File: src/rtl/edcf_pkg.sv
// Shared types, codes and helpers for the escape deframer with credit flow.
// No dependencies; used by the channel interfaces, the step logic and the top level.
`timescale 1ns / 1ps

package edcf_pkg;

  typedef enum logic [1:0] {
    ActLink     = 2'd0,
    ActPayload  = 2'd1,
    ActLogicRst = 2'd2,
    ActCommRst  = 2'd3
  } action_e;

  typedef enum logic [1:0] {
    StOk       = 2'd0,
    StRefused  = 2'd1,
    StNoCredit = 2'd2
  } status_e;

  typedef enum logic [2:0] {
    PhIdle = 3'b001,
    PhEsc  = 3'b010,
    PhCred = 3'b100
  } phase_e;

  localparam logic       DestHost     = 1'b0;
  localparam logic       DestLink     = 1'b1;
  localparam logic [7:0] EscByte      = 8'hfe;
  localparam logic [7:0] RstLogicCode = 8'h81;
  localparam logic [7:0] RstCommCode  = 8'h85;
  localparam logic [7:0] CreditLsb    = 8'h01;
  localparam logic [14:0] TrancheRst  = 15'h3fff;
  localparam logic [23:0] AllowMax    = 24'hffffff;
  localparam int unsigned MaxResults  = 4;

  typedef struct packed {
    action_e    action;
    logic [7:0] in_byte;
    logic       reset_level;
  } in_t;

  typedef struct packed {
    logic       dest;
    logic [7:0] out_byte;
    logic       last;
    status_e    status;
  } out_t;

  typedef struct packed {
    phase_e      phase;
    logic [6:0]  credit_high_bits;
    logic [15:0] receive_credit;
    logic [23:0] send_allowance;
  } state_t;

  typedef struct packed {
    logic [2:0]                count;
    out_t [MaxResults-1:0]     item;
  } step_res_t;

  function automatic out_t mk_out(logic dest, logic [7:0] b, logic last, status_e st);
    out_t o;
    o.dest     = dest;
    o.out_byte = b;
    o.last     = last;
    o.status   = st;
    return o;
  endfunction

endpackage

File: src/rtl/edcf_if.sv
// Valid/ready channel interfaces: link/host input items, results, and tranche writes.
// Depends on edcf_pkg for the payload types.
`timescale 1ns / 1ps

interface edcf_in_if;
  logic          valid;
  logic          ready;
  edcf_pkg::in_t payload;
  modport source (output valid, output payload, input ready);
  modport sink (input valid, input payload, output ready);
endinterface

interface edcf_out_if;
  logic           valid;
  logic           ready;
  edcf_pkg::out_t payload;
  modport source (output valid, output payload, input ready);
  modport sink (input valid, input payload, output ready);
endinterface

interface edcf_cfg_if;
  logic        valid;
  logic        ready;
  logic [14:0] data;
  modport source (output valid, output data, input ready);
  modport sink (input valid, input data, output ready);
endinterface

File: src/rtl/edcf_step.sv
// Single-pass item logic: next link state and up to four results for one item.
// Depends on edcf_pkg.
`timescale 1ns / 1ps

module edcf_step #(
  parameter int unsigned BUFFER_BYTES = 32768
) (
  input  edcf_pkg::state_t    state_i,
  input  edcf_pkg::in_t       item_i,
  input  logic [14:0]         tranche_i,
  output edcf_pkg::state_t    state_o,
  output edcf_pkg::step_res_t res_o
);

  localparam logic [16:0] BufBytes = 17'(BUFFER_BYTES);

  logic        deliver;
  logic        no_credit;
  logic [15:0] rc_dec;
  logic [15:0] rc_sum;
  logic [16:0] limit;
  logic        grant;
  logic [24:0] allow_sum;
  logic [7:0]  rst_byte;

  assign no_credit = (state_i.receive_credit == 16'd0);
  assign rc_dec    = no_credit ? state_i.receive_credit : state_i.receive_credit - 16'd1;
  assign rc_sum    = rc_dec + {1'b0, tranche_i};
  assign limit     = BufBytes - {2'b00, tranche_i};
  assign grant     = (tranche_i != 15'd0) && ({2'b00, tranche_i} < BufBytes) &&
                     ({1'b0, rc_dec} < limit);
  assign allow_sum = {1'b0, state_i.send_allowance} +
                     {10'd0, state_i.credit_high_bits, item_i.in_byte};
  assign rst_byte  = ((item_i.action == edcf_pkg::ActCommRst) ? edcf_pkg::RstCommCode
                                                               : edcf_pkg::RstLogicCode)
                     | {6'd0, item_i.reset_level, 1'b0};

  always_comb begin
    state_o = state_i;
    res_o   = '0;
    deliver = 1'b0;
    unique case (item_i.action)
      edcf_pkg::ActLink: begin
        unique case (state_i.phase)
          edcf_pkg::PhEsc: begin
            if (item_i.in_byte == edcf_pkg::EscByte) begin
              state_o.phase = edcf_pkg::PhIdle;
              deliver       = 1'b1;
            end else begin
              state_o.credit_high_bits = item_i.in_byte[7:1];
              state_o.phase            = edcf_pkg::PhCred;
            end
          end
          edcf_pkg::PhCred: begin
            state_o.send_allowance = allow_sum[24] ? edcf_pkg::AllowMax : allow_sum[23:0];
            state_o.phase          = edcf_pkg::PhIdle;
          end
          edcf_pkg::PhIdle: begin
            if (item_i.in_byte == edcf_pkg::EscByte) begin
              state_o.phase = edcf_pkg::PhEsc;
            end else begin
              deliver = 1'b1;
            end
          end
          default: begin
            state_o.phase = edcf_pkg::PhIdle;
          end
        endcase
      end
      edcf_pkg::ActPayload: begin
        res_o.count = 3'd1;
        if (state_i.send_allowance != 24'd0) begin
          state_o.send_allowance = state_i.send_allowance - 24'd1;
          res_o.item[0] = edcf_pkg::mk_out(edcf_pkg::DestLink, item_i.in_byte, 1'b1,
                                            edcf_pkg::StOk);
        end else begin
          res_o.item[0] = edcf_pkg::mk_out(edcf_pkg::DestHost, 8'h00, 1'b1,
                                            edcf_pkg::StRefused);
        end
      end
      edcf_pkg::ActLogicRst, edcf_pkg::ActCommRst: begin
        res_o.count   = 3'd2;
        res_o.item[0] = edcf_pkg::mk_out(edcf_pkg::DestLink, edcf_pkg::EscByte, 1'b0,
                                          edcf_pkg::StOk);
        res_o.item[1] = edcf_pkg::mk_out(edcf_pkg::DestLink, rst_byte, 1'b1,
                                          edcf_pkg::StOk);
      end
    endcase

    if (deliver) begin
      res_o.item[0] = edcf_pkg::mk_out(edcf_pkg::DestHost, item_i.in_byte, !grant,
                                        no_credit ? edcf_pkg::StNoCredit : edcf_pkg::StOk);
      if (grant) begin
        state_o.receive_credit = rc_sum;
        res_o.count   = 3'd4;
        res_o.item[1] = edcf_pkg::mk_out(edcf_pkg::DestLink, edcf_pkg::EscByte, 1'b0,
                                          edcf_pkg::StOk);
        res_o.item[2] = edcf_pkg::mk_out(edcf_pkg::DestLink,
                                          edcf_pkg::CreditLsb | {tranche_i[14:8], 1'b0},
                                          1'b0, edcf_pkg::StOk);
        res_o.item[3] = edcf_pkg::mk_out(edcf_pkg::DestLink, tranche_i[7:0], 1'b1,
                                          edcf_pkg::StOk);
      end else begin
        state_o.receive_credit = rc_dec;
        res_o.count = 3'd1;
      end
    end
  end

endmodule

File: src/rtl/escape_deframer_credit_flow.sv
// The first result passes through the input register and then the result buffer.
// Throughput: one item per cycle while the result channel accepts and each item yields at most
// one result; an item with k results holds the four-entry result buffer for k output transfers.
// Items that yield no result (escape and credit bytes) leave the result buffer empty.
// Reset: asynchronous, active low; credit tranche and receive credit 0x3fff, allowance 0.
`timescale 1ns / 1ps

module escape_deframer_credit_flow #(
  parameter int unsigned BUFFER_BYTES = 32768
) (
  input  logic              clk_i,
  input  logic              rst_ni,
  edcf_in_if.sink           in_i,
  edcf_out_if.source        out_o,
  edcf_cfg_if.sink          cfg_i
);

  logic                                       in_vld_q;
  edcf_pkg::in_t                              in_q;
  edcf_pkg::state_t                           state_q, state_d;
  edcf_pkg::step_res_t                        step_res;
  logic [14:0]                                tranche_q;
  edcf_pkg::out_t [edcf_pkg::MaxResults-1:0]  buf_q;
  logic [2:0]                                 cnt_q;
  logic                                       out_xfer;
  logic                                       consume;

  assign out_xfer    = out_o.valid & out_o.ready;
  assign consume     = in_vld_q && ((cnt_q == 3'd0) || ((cnt_q == 3'd1) && out_xfer));
  assign in_i.ready  = !in_vld_q || consume;
  assign cfg_i.ready = 1'b1;
  assign out_o.valid   = (cnt_q != 3'd0);
  assign out_o.payload = buf_q[0];

  edcf_step #(
    .BUFFER_BYTES(BUFFER_BYTES)
  ) u_step (
    .state_i  (state_q),
    .item_i   (in_q),
    .tranche_i(tranche_q),
    .state_o  (state_d),
    .res_o    (step_res)
  );

  always_ff @(posedge clk_i or negedge rst_ni) begin
    if (!rst_ni) begin
      in_vld_q                <= 1'b0;
      in_q                    <= '0;
      cnt_q                   <= 3'd0;
      tranche_q               <= edcf_pkg::TrancheRst;
      state_q.phase           <= edcf_pkg::PhIdle;
      state_q.credit_high_bits <= 7'd0;
      state_q.receive_credit  <= {1'b0, edcf_pkg::TrancheRst};
      state_q.send_allowance  <= 24'd0;
    end else begin
      if (in_i.valid && in_i.ready) begin
        in_vld_q <= 1'b1;
        in_q     <= in_i.payload;
      end else if (consume) begin
        in_vld_q <= 1'b0;
      end
      if (consume) begin
        cnt_q   <= step_res.count;
        state_q <= state_d;
      end else if (out_xfer) begin
        cnt_q <= cnt_q - 3'd1;
      end
      if (cfg_i.valid && cfg_i.ready) begin
        tranche_q <= cfg_i.data;
      end
    end
  end

  always_ff @(posedge clk_i) begin
    if (consume) begin
      buf_q <= step_res.item;
    end else if (out_xfer) begin
      buf_q <= {buf_q[edcf_pkg::MaxResults-1], buf_q[edcf_pkg::MaxResults-1:1]};
    end
  end

endmodule

File: src/flat_wrapper.sv
// flat-port wrapper written by rule: the top's interface ports become plain ports
module escape_deframer_credit_flow_flat 
#(
  parameter int unsigned BUFFER_BYTES = 32768
)
  (clk_i, rst_ni, in_i_valid, in_i_payload, in_i_ready, out_o_valid, out_o_payload, out_o_ready, cfg_i_valid, cfg_i_data, cfg_i_ready);
  edcf_in_if in_i_i ();
  edcf_out_if out_o_i ();
  edcf_cfg_if cfg_i_i ();
  input  logic clk_i;
  input  logic rst_ni;
  input wire logic [$bits(in_i_i.valid)-1:0] in_i_valid;
  input wire logic [$bits(in_i_i.payload)-1:0] in_i_payload;
  output wire logic [$bits(in_i_i.ready)-1:0] in_i_ready;
  output wire logic [$bits(out_o_i.valid)-1:0] out_o_valid;
  output wire logic [$bits(out_o_i.payload)-1:0] out_o_payload;
  input wire logic [$bits(out_o_i.ready)-1:0] out_o_ready;
  input wire logic [$bits(cfg_i_i.valid)-1:0] cfg_i_valid;
  input wire logic [$bits(cfg_i_i.data)-1:0] cfg_i_data;
  output wire logic [$bits(cfg_i_i.ready)-1:0] cfg_i_ready;
  assign in_i_i.valid = in_i_valid;
  assign in_i_i.payload = in_i_payload;
  assign in_i_ready = in_i_i.ready;
  assign out_o_valid = out_o_i.valid;
  assign out_o_payload = out_o_i.payload;
  assign out_o_i.ready = out_o_ready;
  assign cfg_i_i.valid = cfg_i_valid;
  assign cfg_i_i.data = cfg_i_data;
  assign cfg_i_ready = cfg_i_i.ready;
  escape_deframer_credit_flow #(.BUFFER_BYTES(BUFFER_BYTES)) u_core (.clk_i(clk_i), .rst_ni(rst_ni), .in_i(in_i_i), .out_o(out_o_i), .cfg_i(cfg_i_i));
endmodule
File: config.mk
export PLATFORM = sky130hd
export DESIGN_NAME = escape_deframer_credit_flow_flat
export DESIGN_NICKNAME = d
export VERILOG_FILES = /design/src/rtl/edcf_pkg.sv /design/src/rtl/edcf_if.sv /design/src/rtl/edcf_step.sv /design/src/rtl/escape_deframer_credit_flow.sv /design/src/flat_wrapper.sv
export SDC_FILE = /design/constraint.sdc
export NUM_CORES = 1
export LEC_CHECK = 0
export BUFFER_PORTS_ARGS = -buffer_cell sky130_fd_sc_hd__buf_2
export CAP_MARGIN = 20
export CORE_MARGIN = 5
export CORE_UTILIZATION = 30
export CTS_BUF_LIST = sky130_fd_sc_hd__clkbuf_4 sky130_fd_sc_hd__clkbuf_8 sky130_fd_sc_hd__clkbuf_16
export DETAILED_ROUTE_END_ITERATION = 16
export HOLD_SLACK_MARGIN = 0.02
export PLACE_DENSITY = 0.42
export SLEW_MARGIN = 20
export SYNTH_ARGS = -nofsm -noshare
export SYNTH_HDL_FRONTEND = slang
export SYNTH_SLANG_ARGS = --single-unit
File: constraint.sdc
create_clock -name clk_i -period 5.5 [get_ports clk_i]
set_clock_uncertainty 0.05 [all_clocks]
set_input_delay 0.825 -clock clk_i [delete_from_list [all_inputs] [get_ports clk_i]]
set_output_delay 0.825 -clock clk_i [all_outputs]
set_load 0.1 [all_outputs]
==> run metrics <==
mux share of post-synthesis cell area=slightly below 5%; MaxCap Viol Count=0; CP required=5.73 ns; Hold Crit Class=input port to async pin; WP depth=17; Sequential Power Share=between 20% and 30%; Longest Clk Path Bufs=2; chip height=about 180 µm; kind of cell adding the most delay to the critical path=simple AND/OR/NAND/NOR gates; period utilization=roughly 90%; Peak Freq=just over 200 MHz; clk_lat worst skew=0.42 ns; share of the yosys chip area belonging to registers=approximately two fifths; drt drc=0; first-pass GRT wire length=between 30 and 40 mm; Hold Slack=0.4069 ns; worst-case reg-to-reg path depth=17; Yosys top cell area share=between 10% and 20%; Avg WL per Cell=between 15 and 20 µm; placed cell area=~0.0088 mm²; HPWL Detailed=~17 mm; CORE AREA=between 0.02 and 0.03 mm²; Worst Path Buf+Inv=2; ratio of cells with drive above 1 in the final layout=about a fifth; DRT antenna net count=0; Root Driver=clkbuf_16; Post-Syn Nets=a little under 1000; Main synth FF type=dfrtp_1; largest net degree at the start of global routing=55; clk slew on worst S/H paths=around 0.07 ns; Post-synth top cells=109 x nand2_1, 64 x a21oi_1, 57 x nor2_1; P_leak=around 4 nW; setup tns final=0 ns; Fin. Hold Viols=0; cell accounting for the most synthesized area=dfrtp_1; syn avg cell area=about 9.4 µm²; H-Tree Depth=4; CP Max Fanout=19; CTS sink cnt=between 100 and 150; row count=61; crit path cell chain=inv_1 > ha_1 > and2_1 > nand3_2 > nand4_2 > or3b_2 > xnor2_1 > ha_1 > and3_1 > a221oi_1 > o41ai_2 > nor2_1 > nand4_1 > nand2_2 > nand2_1 > inv_2 > a22o_1; number of flops mapped to enable cells by yosys=41; # IOs=46; YS warnings=0; Least-Margin Pin Slew=around 1 ns; Synth Area in Adders=8.281%; cts bufs inserted=17; XOR/XNOR Fraction of Synth Area=under 10%; initial DRC count=about 340; post-CTS setup buffers=0; critical path launch point type=flip-flop; fillers=slightly below 3000; DR vias/cell=slightly above 5; switching pwr=between 3 and 4 mW; Switching Share=roughly half; Hold-fix buffers, CTS=0; GP Congestion=0.7846; Final Max Slew Viols=0; Yosys reg bits=roughly 120; async set-reset flop share out of synthesis=between 60% and 70%; status=finished, final reports clean; CP max-delay cell=or3b_2; initial antenna violation count=0; # resized after CTS=0; DR vias=between 6000 and 7000; CP Capture Type=flip-flop; top post-synthesis cells by area=dfrtp_1 15%, edfxtp_1 15%, dfstp_2 9.1%; internal power=roughly 3.3 mW; Tot Pwr=approximately 6.4 mW; RSZ-0062 raised after global routing=false; Port Buf Inserts=44; Die Wd=about 180 µm; count leader, synth=nand2_1; number of distinct library cells after synthesis=86; clock share of power=between 10% and 20%; area delta synth->final=13.19%; CTS tree=done; Worst path most repeated cell=ha_1; first drt pass iteration count=5; Gate power share=53.1%; Cell Pwr Density=680.3 mW/mm²; final-stage net count=approximately 1000; Synth Area in Compound Gates=17.75%; Final min period=slightly below 5 ns; setup violators final=0; GRT overflow=0; vias in the first global route=about 6800; Cells after Synth=891; CP Class=flip-flop to flip-flop; Finished Core Util=between 30% and 40%; gr usage total=about 15%; final instance area=between 0.009 and 0.01 mm²; largest family of logic cells by synthesized area=simple AND/OR/NAND/NOR gates; Total Die Area=0.03124 mm²; total routed wirelength=~24 mm; initial core utilization=between 30% and 40%; Rel. slew slack=33.41%; Ant. Diodes=0; synthesized cell area=about 0.0083 mm²; max incr delay on CP=about 0.57 ns; peak supply drop=around 0.00026 V; Synth Area in Simple Gates=19.91%; crit path DAT=about 5.2 ns
-- worst reg2reg max path, cell delays in order (launching register included) --
cell and delay [ns]:
dfstp_2 0.53, inv_1 0.09, ha_1 0.25, and2_1 0.18
nand3_2 0.19, nand4_2 0.22, or3b_2 0.57, xnor2_1 0.25
ha_1 0.27, and3_1 0.15, a221oi_1 0.32, o41ai_2 0.16
nor2_1 0.14, nand4_1 0.22, nand2_2 0.37, nand2_1 0.41
inv_2 0.28, a22o_1 0.16
-- routing by layer --
metal / wire length [µm] / track usage (%) / vias to the layer above
li1: - / - / 3338
met1: 11180 / 20.56 / 3274
met2: 11510 / 26.46 / 86
met3: 629 / 2.478 / 10
met4: 180 / 2.998 / 0
met5: 0 / 0 / -
-- kinds of logic after synthesis --
| logic type | Yosys count |
|---|---|
| other | 1 |
| flip-flops | 121 |
| buffers and inverters | 74 |
| XOR/XNOR | 49 |
| adder cells (fa/ha/maj) | 54 |
| AND/OR/NAND/NOR | 322 |
| multiplexers | 37 |
| AO/OA/AOI/OAI | 233 |
-- path summary, 6_finish.rpt --
check / start / endpoint / slack [ns]
worst min register to register: u_core.state_q[24] / u_core.state_q[24] / 0.45
worst min-delay path: rst_ni / u_core.state_q[21] / 0.41
worst max-delay path: u_core.state_q[24] / u_core.buf_q[31] / 0.56
worst max register to register: u_core.state_q[24] / u_core.buf_q[31] / 0.56
max in group asynchronous: rst_ni / u_core.state_q[34] / 4.06
min in group clk_i: u_core.state_q[24] / u_core.state_q[24] / 0.45
-- power groups by stage --
stage	registers, mW	clock network [mW]	logic (mW)
after detailed placement	1.83	0	3.44
final	1.81	1.20	3.41
after floorplan	1.64	0	2.81
after global routing	1.87	1.27	3.82
after global placement	1.83	0	3.46
after CTS	1.82	1.23	3.46
-- flip-flops by register name, summed over array words and instances (netlist names) --
| name | cells |
|---|---|
| u_core.in_q | 11 |
| u_core.buf_q | 29 |
| u_core.in_vld_q | 1 |
| u_core.tranche_q | 15 |
| u_core.out_o.payload | 12 |
| u_core.cnt_q | 3 |
| u_core.state_q | 50 |
-- per-stage QoR --
step | setup WS, ns | instances
5_1_grt | 0.09799 | 1308
3_3_place_gp | 0.7686 | 1276
4_1_cts | 0.5442 | 1308
3_5_place_dp | 0.6109 | 1276
2_1_floorplan | 1.380 | 891
6_report | 0.5585 | 1308
-- layout by cell type, fill, tap and decap left out, drive strengths merged, types with 8 or more instances in the layout --
cell    count
edfxtp     41
nor2b       9
nand2     111
xnor2      27
buf        56
or4        10
mux2       30
nor4       13
ha         52
and3       13
a21oi      64
inv        34
o22ai      10
nor3       28
clkbuf     17
nand3      27
nand2b     10
xor2       22
dfrtp      51
a21o       10
a22o        8
or3        15
a31oi      10
o21ai      67
nor2       58
dfstp      29
-- area by class of cell --
class                      count  area, µm²  share of cell area, %
tap                          378      473.0                  5.010
inverter                      25      93.84                 0.9940
clock buffer                  17      425.4                  4.506
multi-input combinational    696       4684                  49.62
sequential                   121       3269                  34.63
timing repair buffer          56      312.8                  3.313
clock inverter                15      181.4                  1.922
Power figures use the tool's default switching activity.
